### config.mk
export PLATFORM = sky130hd
export DESIGN_NAME = prefixed_checksum_deframer
export DESIGN_NICKNAME = d
export VERILOG_FILES = /design/src/hdl/pcd_pkg.sv /design/src/hdl/prefixed_checksum_deframer.sv /design/src/hdl/pcd_regs.sv /design/src/hdl/pcd_core.sv /design/src/hdl/pcd_outq.sv
export SDC_FILE = /design/constraint.sdc
export NUM_CORES = 1
export LEC_CHECK = 0
export BUFFER_PORTS_ARGS = -buffer_cell sky130_fd_sc_hd__buf_2
export CORE_MARGIN = 2
export CORE_UTILIZATION = 45
export DETAILED_ROUTE_END_ITERATION = 8
export GPL_TIMING_DRIVEN = 0
export MAX_ROUTING_LAYER = met4
export PLACE_DENSITY = 0.65
export SYNTH_ARGS = -nofsm -noshare
export SYNTH_HDL_FRONTEND = slang
export SYNTH_SLANG_ARGS = --single-unit
### constraint.sdc
create_clock -name clk -period 4.7 [get_ports clk]
set_input_delay 0.705 -clock clk [delete_from_list [all_inputs] [get_ports clk]]
set_output_delay 0.705 -clock clk [all_outputs]
set_load 0.02 [all_outputs]
### src/hdl/pcd_pkg.sv
// Shared types and constants of the prefixed checksum deframer.
package pcd_pkg;

	// Field widths.
	localparam int unsigned BYTE_W = 8;
	localparam int unsigned CNT_W = 8;
	localparam int unsigned LEN_W = 4;
	localparam int unsigned CODE_W = 64;
	localparam int unsigned APB_DATA_W = 64;
	localparam int unsigned APB_ADDR_W = 4;

	// Default largest security code length in bytes.
	localparam int unsigned MAX_CODE_BYTES_DEF = 8;

	// Register indexes, taken from paddr bit 3.
	localparam logic REG_CODE_LENGTH = 1'b0;
	localparam logic REG_CODE_BYTES = 1'b1;

	// Result kinds.
	localparam logic KIND_PAYLOAD = 1'b0;
	localparam logic KIND_VERDICT = 1'b1;

	typedef enum logic [1:0] {
		VERD_OK    = 2'd0,
		VERD_CODE  = 2'd1,
		VERD_SUM   = 2'd2,
		VERD_SHORT = 2'd3
	} verdict_t;

	// One result item.
	typedef struct packed {
		logic              kind;
		logic [BYTE_W-1:0] payload;
		verdict_t          verdict;
		logic [CNT_W-1:0]  count;
		logic              last;
	} res_t;

	// Results produced by one accepted request: num of them, r0 first.
	typedef struct packed {
		logic [1:0] num;
		res_t       r0;
		res_t       r1;
	} push_t;

	// Configuration register contents.
	typedef struct packed {
		logic [LEN_W-1:0]  code_length;
		logic [CODE_W-1:0] code_bytes;
	} cfg_t;

endpackage

### src/hdl/prefixed_checksum_deframer.sv
// Top level of the prefixed checksum deframer.
// Checks each received burst for a leading security code of up to
// MAX_CODE_BYTES bytes, forwards the bytes after it as payload (one request
// late, since the final byte is the checksum) and ends every burst with a
// verdict result carrying the payload count. One input request is accepted
// per clock cycle: the checking logic works in a single pass from the burst
// state registers into a four-entry result queue. A final byte that releases
// a held payload byte yields two results, the payload and then the verdict;
// s_tready stays high while the queue holds two results or fewer, so the
// input stalls only when the output side falls behind. Configure only while
// no burst is in flight.
module prefixed_checksum_deframer
	import pcd_pkg::*;
#(
	parameter int unsigned MAX_CODE_BYTES = MAX_CODE_BYTES_DEF
) (
	input  logic                  clk,
	input  logic                  arst_n,
	input  logic                  psel,
	input  logic                  penable,
	input  logic                  pwrite,
	input  logic [APB_ADDR_W-1:0] paddr,
	input  logic [APB_DATA_W-1:0] pwdata,
	output logic [APB_DATA_W-1:0] prdata,
	output logic                  pready,
	input  logic                  s_tvalid,
	output logic                  s_tready,
	input  logic [7:0]            s_tdata,  // [7:0] rx_byte
	input  logic                  s_tlast,  // burst_end
	output logic                  m_tvalid,
	input  logic                  m_tready,
	// [7:0] payload_byte, [9:8] verdict, [17:10] payload_count, [23:18] zero
	output logic [23:0]           m_tdata,
	output logic                  m_tuser,  // result_kind
	output logic                  m_tlast   // run_last
);

	cfg_t  cfg;
	push_t push;
	res_t  head;
	logic  room;
	logic  in_valid;

	assign s_tready = room;
	assign in_valid = s_tvalid & s_tready;

	pcd_regs u_regs (
		.clk     (clk),
		.arst_n  (arst_n),
		.psel    (psel),
		.penable (penable),
		.pwrite  (pwrite),
		.paddr   (paddr),
		.pwdata  (pwdata),
		.prdata  (prdata),
		.pready  (pready),
		.cfg     (cfg)
	);

	pcd_core #(
		.MAX_CODE_BYTES (MAX_CODE_BYTES)
	) u_core (
		.clk       (clk),
		.arst_n    (arst_n),
		.cfg       (cfg),
		.in_valid  (in_valid),
		.rx_byte   (s_tdata),
		.burst_end (s_tlast),
		.push      (push)
	);

	pcd_outq u_outq (
		.clk       (clk),
		.arst_n    (arst_n),
		.push      (push),
		.room      (room),
		.out_valid (m_tvalid),
		.out_ready (m_tready),
		.out_res   (head)
	);

	// Pack the head result onto the master side.
	assign m_tdata = {6'b000000, head.count, head.verdict, head.payload};
	assign m_tuser = head.kind;
	assign m_tlast = head.last;

endmodule

### src/hdl/pcd_regs.sv
// APB configuration registers of the prefixed checksum deframer.
module pcd_regs
	import pcd_pkg::*;
(
	input  logic                  clk,
	input  logic                  arst_n,
	input  logic                  psel,
	input  logic                  penable,
	input  logic                  pwrite,
	input  logic [APB_ADDR_W-1:0] paddr,
	input  logic [APB_DATA_W-1:0] pwdata,
	output logic [APB_DATA_W-1:0] prdata,
	output logic                  pready,
	output cfg_t                  cfg
);

	logic [LEN_W-1:0]  code_length_q;
	logic [CODE_W-1:0] code_bytes_q;
	logic              wr_en;

	assign pready = 1'b1;
	assign wr_en = psel & penable & pwrite & pready;

	// Register writes; registers sit at byte addresses 0 and 8.
	always_ff @(posedge clk or negedge arst_n) begin
		if (!arst_n) begin
			code_length_q <= '0;
			code_bytes_q <= '0;
		end else if (wr_en) begin
			if (paddr[3] == REG_CODE_LENGTH) begin
				code_length_q <= pwdata[LEN_W-1:0];
			end else begin
				code_bytes_q <= pwdata[CODE_W-1:0];
			end
		end
	end

	// Read back.
	always_comb begin
		if (paddr[3] == REG_CODE_LENGTH) begin
			prdata = {{(APB_DATA_W-LEN_W){1'b0}}, code_length_q};
		end else begin
			prdata = code_bytes_q;
		end
	end

	assign cfg.code_length = code_length_q;
	assign cfg.code_bytes = code_bytes_q;

endmodule

### src/hdl/pcd_core.sv
// Burst state and per-byte checking logic of the prefixed checksum deframer.
module pcd_core
	import pcd_pkg::*;
#(
	parameter int unsigned MAX_CODE_BYTES = MAX_CODE_BYTES_DEF
) (
	input  logic              clk,
	input  logic              arst_n,
	input  cfg_t              cfg,
	input  logic              in_valid,
	input  logic [BYTE_W-1:0] rx_byte,
	input  logic              burst_end,
	output push_t             push
);

	localparam int unsigned POS_W = $clog2(MAX_CODE_BYTES + 1);

	logic [POS_W-1:0]  pos_q, pos_n;
	logic [BYTE_W-1:0] sum_q, sum_n;
	logic              failed_q, failed_n;
	logic [BYTE_W-1:0] held_q, held_n;
	logic              held_valid_q, held_valid_n;
	logic [CNT_W-1:0]  seen_q, seen_n;

	logic [POS_W-1:0]  eff_len;
	logic [2:0]        code_sel;
	logic [BYTE_W-1:0] want;
	logic              mismatch;
	res_t              pay_res;
	res_t              ver_res;

	// Effective code length: lengths above the maximum count as the maximum.
	assign eff_len = (cfg.code_length > LEN_W'(MAX_CODE_BYTES)) ?
		POS_W'(MAX_CODE_BYTES) : POS_W'(cfg.code_length);

	// Expected code byte at the current position.
	assign code_sel = 3'(pos_q);
	assign want = cfg.code_bytes[8*code_sel +: 8];
	assign mismatch = (rx_byte != want);

	// Next burst state and results of the request.
	always_comb begin
		pos_n = pos_q;
		sum_n = sum_q;
		failed_n = failed_q;
		held_n = held_q;
		held_valid_n = held_valid_q;
		seen_n = seen_q;
		push.num = 2'd0;

		pay_res.kind = KIND_PAYLOAD;
		pay_res.payload = held_q;
		pay_res.verdict = VERD_OK;
		pay_res.count = '0;
		pay_res.last = ~burst_end;

		ver_res.kind = KIND_VERDICT;
		ver_res.payload = '0;
		ver_res.verdict = VERD_OK;
		ver_res.count = '0;
		ver_res.last = 1'b1;

		push.r0 = ver_res;
		push.r1 = ver_res;

		if (pos_q < eff_len) begin
			// Code byte: compare against the security code.
			failed_n = failed_q | mismatch;
			sum_n = sum_q + rx_byte;
			pos_n = pos_q + POS_W'(1);
			if (burst_end) begin
				ver_res.verdict = (failed_q | mismatch) ? VERD_CODE : VERD_SHORT;
				push.r0 = ver_res;
				push.num = 2'd1;
			end
		end else if (failed_q) begin
			// Failed burst: swallow bytes until the end.
			if (burst_end) begin
				ver_res.verdict = VERD_CODE;
				push.r0 = ver_res;
				push.num = 2'd1;
			end
		end else begin
			// Past the code: release the held byte, then hold or judge this one.
			if (held_valid_q) begin
				sum_n = sum_q + held_q;
				seen_n = (seen_q == '1) ? seen_q : seen_q + CNT_W'(1);
			end
			if (burst_end) begin
				ver_res.verdict = (rx_byte == sum_n) ? VERD_OK : VERD_SUM;
				ver_res.count = seen_n;
			end
			if (held_valid_q) begin
				push.r0 = pay_res;
				push.r1 = ver_res;
				push.num = burst_end ? 2'd2 : 2'd1;
			end else begin
				push.r0 = ver_res;
				push.num = burst_end ? 2'd1 : 2'd0;
			end
			held_n = rx_byte;
			held_valid_n = 1'b1;
		end

		// The final byte returns all burst state to zero.
		if (burst_end) begin
			pos_n = '0;
			sum_n = '0;
			failed_n = 1'b0;
			held_n = '0;
			held_valid_n = 1'b0;
			seen_n = '0;
		end

		if (!in_valid) begin
			push.num = 2'd0;
		end
	end

	// Burst state registers.
	always_ff @(posedge clk or negedge arst_n) begin
		if (!arst_n) begin
			pos_q <= '0;
			sum_q <= '0;
			failed_q <= 1'b0;
			held_q <= '0;
			held_valid_q <= 1'b0;
			seen_q <= '0;
		end else if (in_valid) begin
			pos_q <= pos_n;
			sum_q <= sum_n;
			failed_q <= failed_n;
			held_q <= held_n;
			held_valid_q <= held_valid_n;
			seen_q <= seen_n;
		end
	end

endmodule

### src/hdl/pcd_outq.sv
// Four-entry result queue; takes up to two results, gives one per ready cycle.
module pcd_outq
	import pcd_pkg::*;
(
	input  logic  clk,
	input  logic  arst_n,
	input  push_t push,
	output logic  room,
	output logic  out_valid,
	input  logic  out_ready,
	output res_t  out_res
);

	res_t       mem_q [4];
	logic [1:0] wptr_q;
	logic [1:0] rptr_q;
	logic [2:0] count_q;
	logic       pop;

	assign out_valid = (count_q != 3'd0);
	assign pop = out_valid & out_ready;
	assign out_res = mem_q[rptr_q];

	// Two free entries are needed before a request is taken.
	assign room = (count_q <= 3'd2);

	// Entry storage.
	always_ff @(posedge clk) begin
		if (push.num != 2'd0) begin
			mem_q[wptr_q] <= push.r0;
		end
		if (push.num == 2'd2) begin
			mem_q[wptr_q + 2'd1] <= push.r1;
		end
	end

	// Pointers and fill count.
	always_ff @(posedge clk or negedge arst_n) begin
		if (!arst_n) begin
			wptr_q <= '0;
			rptr_q <= '0;
			count_q <= '0;
		end else begin
			wptr_q <= wptr_q + push.num;
			if (pop) begin
				rptr_q <= rptr_q + 2'd1;
			end
			count_q <= count_q + {1'b0, push.num} - {2'b00, pop};
		end
	end

endmodule

Yosys cells after proc, flatten, opt, wreduce, memory -nomap -nowiden

Memories as Yosys holds them, arrays and structs flattened.
Index checks and enable logic that the tools add are counted.

Register bits: 105
Latch bits: 0
Memory bits (writable): 80
ROM bits: 0
Input port bits: 84
Output and inout bits: 93
Word-level logic and storage cells: 88
Memories kept: 1

Add/subtract/negate cells: 9
Multiply operators: 0
Div/mod/pow operators: 0
Order comparisons: 3
Equality and inequality tests: 7
Shift-type cells: 1
Mux-type cells: 41
Bitwise logic cells: 7
Reduce and logical (&&, ||, !) cells: 8

Memory list:

| name         | depth | bits a word | read ports | clocked after Yosys merged registers in | wr ports | RTL line       | text |
|---|---|---|---|---|---|---|---|
| u_outq.mem_q | 4     | 20          | 1          | 0                                       | 2        | pcd_outq.sv:14 | `res_t mem_q [4];` |

Operators by type and width:

| cell                  | count |
|---|---|
| $mux W8               | 14 |
| $mux W22              | 3 |
| $mux W64              | 1 |
| $shiftx A64 B7 Y8     | 1 |
| $mux W21              | 2 |
| $mux W20              | 2 |
| $add A8 B8 Y8         | 2 |
| $mux W4               | 3 |
| $mux W11              | 1 |
| $mux W1               | 10 |
| $mux W10              | 1 |
| $add A8 B1 Y8 const B | 1 |
| $eq A8 B8 Y1          | 1 |
| $eq A8 B8 Y1 const B  | 1 |
| $mux W2               | 4 |
| $ne A8 B8 Y1          | 1 |
| $reduce_and A2 Y1     | 4 |
| $add A2 B1 Y2 const B | 2 |
| $add A4 B1 Y4 const B | 1 |
| $and A1 B1 Y1         | 4 |
| $gt A4 B4 Y1 const B  | 1 |
| $lt A4 B4 Y1          | 1 |
| $ne A2 B2 Y1 const B  | 2 |
| $reduce_bool A2 Y1    | 2 |
| other kinds (10)      | 11 |

Logic depth before layout (Yosys ltp)

Gate-level depths: netlist of run 1.

Word-level depth: 14
Mapped depth: 13
Depth with buffers taken out: 11

Modules after synthesis

From an unflattened synthesis of run 1, not the netlist that was laid out.

Cells, all modules: 844
Area total of the unflattened synthesis: 11061.9 um^2

By module, submodules not included:

| module                     | times used | cells an instance | area an instance (um^2) | sequential area each (um^2) |
|---|---|---|---|---|
| pcd_outq                   | 1          | 233               | 4450.5                  | 2577.5 |
| pcd_core                   | 1          | 386               | 3306.9                  | 750.7 |
| pcd_regs                   | 1          | 217               | 3249.4                  | 1701.6 |
| prefixed_checksum_deframer | 1          | 8                 | 55.1                    | 0.0 |

Worst setup path before layout of run 1

No wires, ideal clock.

Path kind: reg2reg
Start: register u_core.pos_q[0]
End: register u_outq.count_q[2]
Setup time: 0.123 ns
Data arrival time: 2.859 ns
Data required time: 4.577 ns
Setup slack: 1.719 ns
Cell stages (with the launch flop): 13
Buffers on the path: 4
Clock period less this slack: 2.981 ns
Cell sequence: dfrtp_1 -> buf_6 -> or3b_1 -> a21o_2 -> a2111oi_0 -> or3_1 -> buf_6 -> buf_2 -> buf_2 -> nor2_1 -> ha_1 -> fa_1 -> xnor2_1

Longest elaborated chain between the ends: 5

Ends and longest elaborated chain:

| what                   | RTL line        | text |
|---|---|---|
| start, declared        | pcd_core.sv:18  | `logic [POS_W-1:0] pos_q, pos_n;` |
| start signal, assigned | pcd_core.sv:130 | `pos_q <= pos_n;` |
| $lt A4 B4 Y1           | pcd_core.sv:66  | `if (pos_q < eff_len) begin` |
| $mux W22               | pcd_core.sv:66  |  |
| $mux W2                | pcd_core.sv:115 | `if (!in_valid) begin` |
| $add A3 B2 Y3          | pcd_outq.sv:48  | `count_q <= count_q + {1'b0, push.num} - {2'b00, pop};` |
| $sub A3 B1 Y3          | pcd_outq.sv:48  |  |
| end signal, assigned   | pcd_outq.sv:48  |  |
| end, declared          | pcd_outq.sv:17  | `logic [2:0] count_q;` |

No other way between the ends.
A chain may end at the register's enable or synchronous reset.

==> results_dict.tcl, run 1 <==
set metrics [dict create \
    outcome "completed" \
    drt_pre_antenna_iters 5 \
    crit_path_end_kind "flop" \
    synth_most_common_cell "dfrtp_1" \
    area_delta_synth_final_pct 18.1 \
    cp_data_required_time_ns 4.98 \
    power_density_mw_per_mm2 527 \
    post-route-min-period_ns 3.52 \
    grt_pass1_wl_um 44200 \
    drc 0 \
    syn_area_per_cell_sq_um 11.0 \
    total_power_mw 6.28 \
    htreeDepth 4 \
    place_congestion 0.907 \
    cp.arrival_ns 3.80 \
    num_vias 8021 \
    dp_cells 1370 \
    power_leakage_nw 4.99 \
    r2r_slack_ns 1.18 \
    wl_per_cell_um 19.9 \
    timing.rr.start "u_core.pos_q[1]$_DFFE_PN0P_" \
    drtIter0Drc 478 \
    numPortBuffers 166 \
    slew_viol_final 0 \
    criticalPathCategory "reg2reg" \
    hold_slack_ns 0.305 \
    synthArstFlopShare_pct 56.8 \
    via_per_inst 5.71 \
    max_freq_mhz 284 \
    start_util_pct 46.1 \
    timing.rr.end "u_outq.mem_q[0][10]$_DFFE_PP_" \
    drive_above_1_share_pct 30.1 \
    hold_buffers 0 \
    clockBufferDepth 2 \
    ys_seq_elements 185 \
    worstPathMaxFanout 10 \
    worstMarginPinSlew_ns 1.38 \
    cts_buffers 17 \
    ctsResizeCount 0 \
    ant_nets 0 \
    chipWidth_um 154 \
    maxSlewHeadroom_pct 7.33 \
    synth_warnings 0 \
    synth_top_area_cell "dfrtp_1" \
    ys_types 67 \
    cts.sinks 185 \
    synthTopCellsByArea "dfrtp_1, edfxtp_1, dfxtp_1" \
    core_sq_mm 0.0219 \
    die_area_sq_mm 0.0236 \
    worstSkewPairLatency_ns 0.44 \
    synth-seq-area-share_pct 45.5 \
    drt-total-wl_um 28000 \
    ioPinCount 177 \
    hold_class "in2async" \
    hold_violations 0 \
    grt_pass1_vias 7828 \
    synth-edff-count 36 \
    r2r_cells 8 \
    rsz0062_at_grt "no" \
    fin_cells 1405 \
    timing.final.crit_share_pct 74.8 \
    setup_viol 0 \
    skew_ns 0.0105 \
    synth_cells 917 \
    drv_cap 0 \
    tns_ns 0 \
    rows 54 \
    dp_hpwl_um 20400 \
    grtUsageTotal_pct 24.7 \
    cts-root-buf "clkbuf_16" \
    grt_antenna_before_repair 3 \
    synth_top_cells_by_count "dfrtp_1, mux2_2, nand2_1" \
    clk_pin_slew_ns 0.08 \
    peakVddDrop_mv 0.227 \
    final_nets 1220 \
    cts_tree "yes" \
    postCtsSetupBuffers 0 \
    syn_area_sq_mm 0.0101 \
    synth.top_cell.area_share_pct 26.1 \
    dieHeight_um 154 \
    grt_overflow 0 \
    ys.flop_type "dfrtp_1" \
    grt_max_degree 55 \
    critPathLaunchType "flop" \
]
==> where the power goes <==
| part | internal (mW) | total (mW) | switching, mW | leakage [nW] |
|---|---|---|---|---|
| Sequential | 1.93 | 2.19 | 0.252 | 1.99 |
| Combinational | 1.09 | 2.63 | 1.54 | 2.71 |
| Clock | 0.779 | 1.46 | 0.684 | 0.289 |
==> layout by cell type, fill, tap and decap left out, types with 34 or more instances in the layout <==
master,n
and2_1,70
edfxtp_1,36
a21oi_1,38
nor2_1,36
dfxtp_1,44
mux2_2,72
clkbuf_1,37
buf_2,175
dfrtp_1,105
nand2_1,72
o22ai_1,34
==> through the flow <==
step | cell area, sq um | worst slack (ns) | utilization (%)
4_1_cts | 11900 | 1.16 | 54.4
6_report | 11900 | 1.18 | 54.4
5_1_grt | 11900 | 0.938 | 54.4
3_3_place_gp | 11300 | 1.18 | 51.6
2_1_floorplan | 10100 | 1.72 | -
3_5_place_dp | 11300 | 1.17 | 51.7
==> worst max path at each step <==
stage | from | endpoint
after floorplan | u_core.pos_q[0]$_DFFE_PN0P_ | u_outq.count_q[2]$_DFF_PN0_
after global placement | s_tlast | u_outq.mem_q[3][8]$_DFFE_PP_
after detailed placement | u_core.pos_q[1]$_DFFE_PN0P_ | u_outq.mem_q[0][10]$_DFFE_PP_
after CTS | u_core.pos_q[1]$_DFFE_PN0P_ | u_outq.mem_q[0][10]$_DFFE_PP_
after global routing | u_core.pos_q[1]$_DFFE_PN0P_ | u_outq.mem_q[0][10]$_DFFE_PP_
final | u_core.pos_q[1]$_DFFE_PN0P_ | u_outq.mem_q[0][10]$_DFFE_PP_
==> critical path, cell delays in order (launching register included) <==
cell and delay [ns]:
dfrtp_1 0.38, clkbuf_1 0.47, clkbuf_1 0.65, mux4_2 0.46, mux2i_1 0.22, xor2_1 0.16
nand4_1 0.14, or4_1 0.65, o21ai_0 0.22
==> flip-flops by register name (all words and copies together) (netlist names), 2 cells and up <==
name	count
u_core.pos_q	4
u_regs.code_length_q	4
u_outq.wptr_q	2
u_outq.rptr_q	2
u_regs.code_bytes_q	64
u_core.sum_q	8
u_core.seen_q	8
u_outq.count_q	3
u_outq.mem_q	80
u_core.held_q	8
==> final cells by class <==
cell class                      instances  area [sq um]
Multi-Input combinational cell        653          5120
Buffer                                 64           315
Sequential cell                       185          4590
Timing Repair Buffer                  168           866
Fill cell                            1972          9980
Clock buffer                           20           457
Inverter                               20          75.1
Tap cell                              280           350
Antenna cell                            3          7.51
Clock inverter                         12           126
==> cells by family (layout without fill, tap and decap cells) <==
family	after synthesis	after routing	synth area share, %
buf+inv	84	284	3.87
compound gates	181	181	12.6
fa+ha+maj	27	27	3.57
other cells	2	10	0.0745
simple gates	280	280	14.5
xor+xnor	35	35	3.04
flops	185	185	45.5
mux	123	123	16.8
==> layer usage <==
layer / GRT usage, % / part of all wire, % / vias to the layer above
met5: - / 0 / -
met3: 5.21 / 7.0 / 30
li1: - / - / 3785
met4: 6.33 / 1.5 / 0
met1: 31.6 / 42 / 3885
met2: 40.3 / 50 / 321
(Power assumes the default switching activity.)
==> inputs of run 2 (changes only) <==
- clock period: 4.7 -> 3.3 ns (I/O delays scaled with it)
==> results_dict.tcl, run 2 (synthesis gave the netlist of run 1 again) <==
set metrics [dict create \
    drtIter0Drc 466 \
    p_switching_mw 3.53 \
    grt_pass1_wl_um 44200 \
    clkPwrFrac_pct 23.2 \
    drv_cap 0 \
    layout_commonest_cell "buf_2" \
    switching_share_pct 39.4 \
    cp_data_required_time_ns 3.63 \
    maxSlewHeadroom_pct 19.1 \
    power_leakage_nw 5.02 \
    hold_buffers 0 \
    cp.arrival_ns 3.55 \
    final_cell_mix "buf_2, dfrtp_1, mux2_2" \
    grtUsageTotal_pct 24.7 \
    clk_pin_slew_ns 0.08 \
    outcome "completed" \
    die_area_sq_mm 0.0236 \
    total_power_mw 8.97 \
    regMostFlops "u_outq.mem_q" \
    grt_max_degree 55 \
    utilization_pct 54.6 \
    criticalPathCategory "reg2reg" \
    drt-total-wl_um 28100 \
    ioPinCount 177 \
    area_delta_synth_final_pct 18.5 \
    start_util_pct 46.1 \
    place_congestion 0.907 \
    slew_viol_final 0 \
    largest_reg_flops 80 \
    power_density_mw_per_mm2 750 \
    hold_class "in2async" \
    grt_antenna_before_repair 3 \
    via_per_inst 5.71 \
    worstSkewPairLatency_ns 0.44 \
    hold_violations 0 \
    chipWidth_um 154 \
    timing.final.crit_share_pct 97.7 \
    fin_ws_ns 0.0746 \
    placed_cell_area_sq_mm 0.0113 \
    num_vias 8035 \
    p_int_mw 5.43 \
    wl_per_cell_um 20.0 \
    cts_tree "yes" \
    skew_ns 0.0110 \
    post-route-min-period_ns 3.23 \
    seq_power_share_pct 34.7 \
    pre_cts_slack_ns -0.230 \
    grt_pass1_vias 7836 \
    dieHeight_um 154 \
    worstPathMaxFanout 10 \
    peakVddDrop_mv 0.324 \
    cts_buffers 17 \
    combinationalPowerShare_pct 42.0 \
    rows 54 \
    drc 0 \
    cts.sinks 185 \
    grt_overflow 0 \
    fin_area_sq_mm 0.0120 \
    critPathLaunchType "flop" \
    biggestRegsByFlops "u_outq.mem_q x80, u_regs.code_bytes_q x64" \
    rsz0062_at_grt "yes" \
    worstMarginPinSlew_ns 1.20 \
    drt_pre_antenna_iters 5 \
    setup_viol 0 \
    htreeDepth 4 \
    ant_nets 0 \
    drive_above_1_share_pct 31.1 \
    clockBufferDepth 2 \
    dp_hpwl_um 20400 \
    numPortBuffers 166 \
    cts-root-buf "clkbuf_16" \
    final_nets 1221 \
    core_sq_mm 0.0219 \
    max_freq_mhz 310 \
    crit_path_end_kind "flop" \
]
run 2: metrics by stage:
step	hold WS, ns	setup TNS [ns]	instances
6_report	0.0986	0	1406
4_1_cts	0.128	0	1402
3_5_place_dp	0.447	-2.98	1370
5_1_grt	0.142	-0.0484	1406
2_1_floorplan	0.199	0	922
3_3_place_gp	0.439	-3.49	1368
run 2: worst max-delay path: stages, from the launching register on:
cell and delay (ns):
dfrtp_1 0.39, buf_6 0.16, or3b_1 0.36, a21o_2 0.26, a2111oi_1 0.39, or3_1 0.21, buf_6 0.16, buf_4 0.20
buf_6 0.18, nor2_1 0.08, ha_1 0.20, fa_1 0.38, xnor2_1 0.13
run 2: power groups by stage:
| stage | combinational [mW] | sequential, mW | clock, mW |
|---|---|---|---|
| after floorplan | 2.79 | 3.02 | 0 |
| final | 3.77 | 3.11 | 2.08 |
| after global placement | 3.70 | 3.14 | 0 |
| after detailed placement | 3.75 | 3.16 | 0 |
| after CTS | 3.77 | 3.11 | 2.10 |
| after global routing | 4.14 | 3.18 | 2.20 |
run 2: worst paths after layout:
path | from | endpoint | slack [ns] | cells past startpoint
min reg2reg | u_outq.mem_q[1][13]$_SDFFE_PP0P_ | u_outq.mem_q[1][13]$_SDFFE_PP0P_ | 0.46 | 2
min | arst_n | u_regs.code_bytes_q[61]$_DFFE_PN0P_ | 0.1 | 1
max | u_core.pos_q[0]$_DFFE_PN0P_ | u_outq.count_q[2]$_DFF_PN0_ | 0.07 | 12
min in group clk | pwdata[13] | u_regs.code_bytes_q[13]$_DFFE_PN0P_ | 0.28 | 2
max in group asynchronous | arst_n | u_core.seen_q[5]$_DFFE_PN0P_ | 2.48 | 2
max reg2reg | u_core.pos_q[0]$_DFFE_PN0P_ | u_outq.count_q[2]$_DFF_PN0_ | 0.07 | 12
run 2: routing by layer:
metal	part of all wire [%]	up-vias	wire, um	global-route usage, %
li1	-	3787	-	-
met1	43	3933	12000	31.6
met2	49	286	13900	40.3
met3	6.5	29	1820	5.21
met4	1.5	0	417	6.33
met5	0	-	0	-
run 2: area by class of cell:
cell class / count / area (sq um)
Fill cell: 1976 / 9940
Multi-Input combinational cell: 653 / 5140
Sequential cell: 185 / 4590
Timing Repair Buffer: 170 / 881
Clock buffer: 20 / 457
Tap cell: 280 / 350
Buffer: 63 / 327
Clock inverter: 12 / 126
Inverter: 20 / 76.3
Antenna cell: 3 / 7.51
run 2: repair_timing:
item | in CTS | in global routing
gates cloned | 0 | 0
endpoints found under the hold margin | 0 | 0
buffers inserted | 0 | 2
endpoints found under the setup margin | 24 | 50
pin swaps | 0 | 2
gates resized for setup | 7 | 10
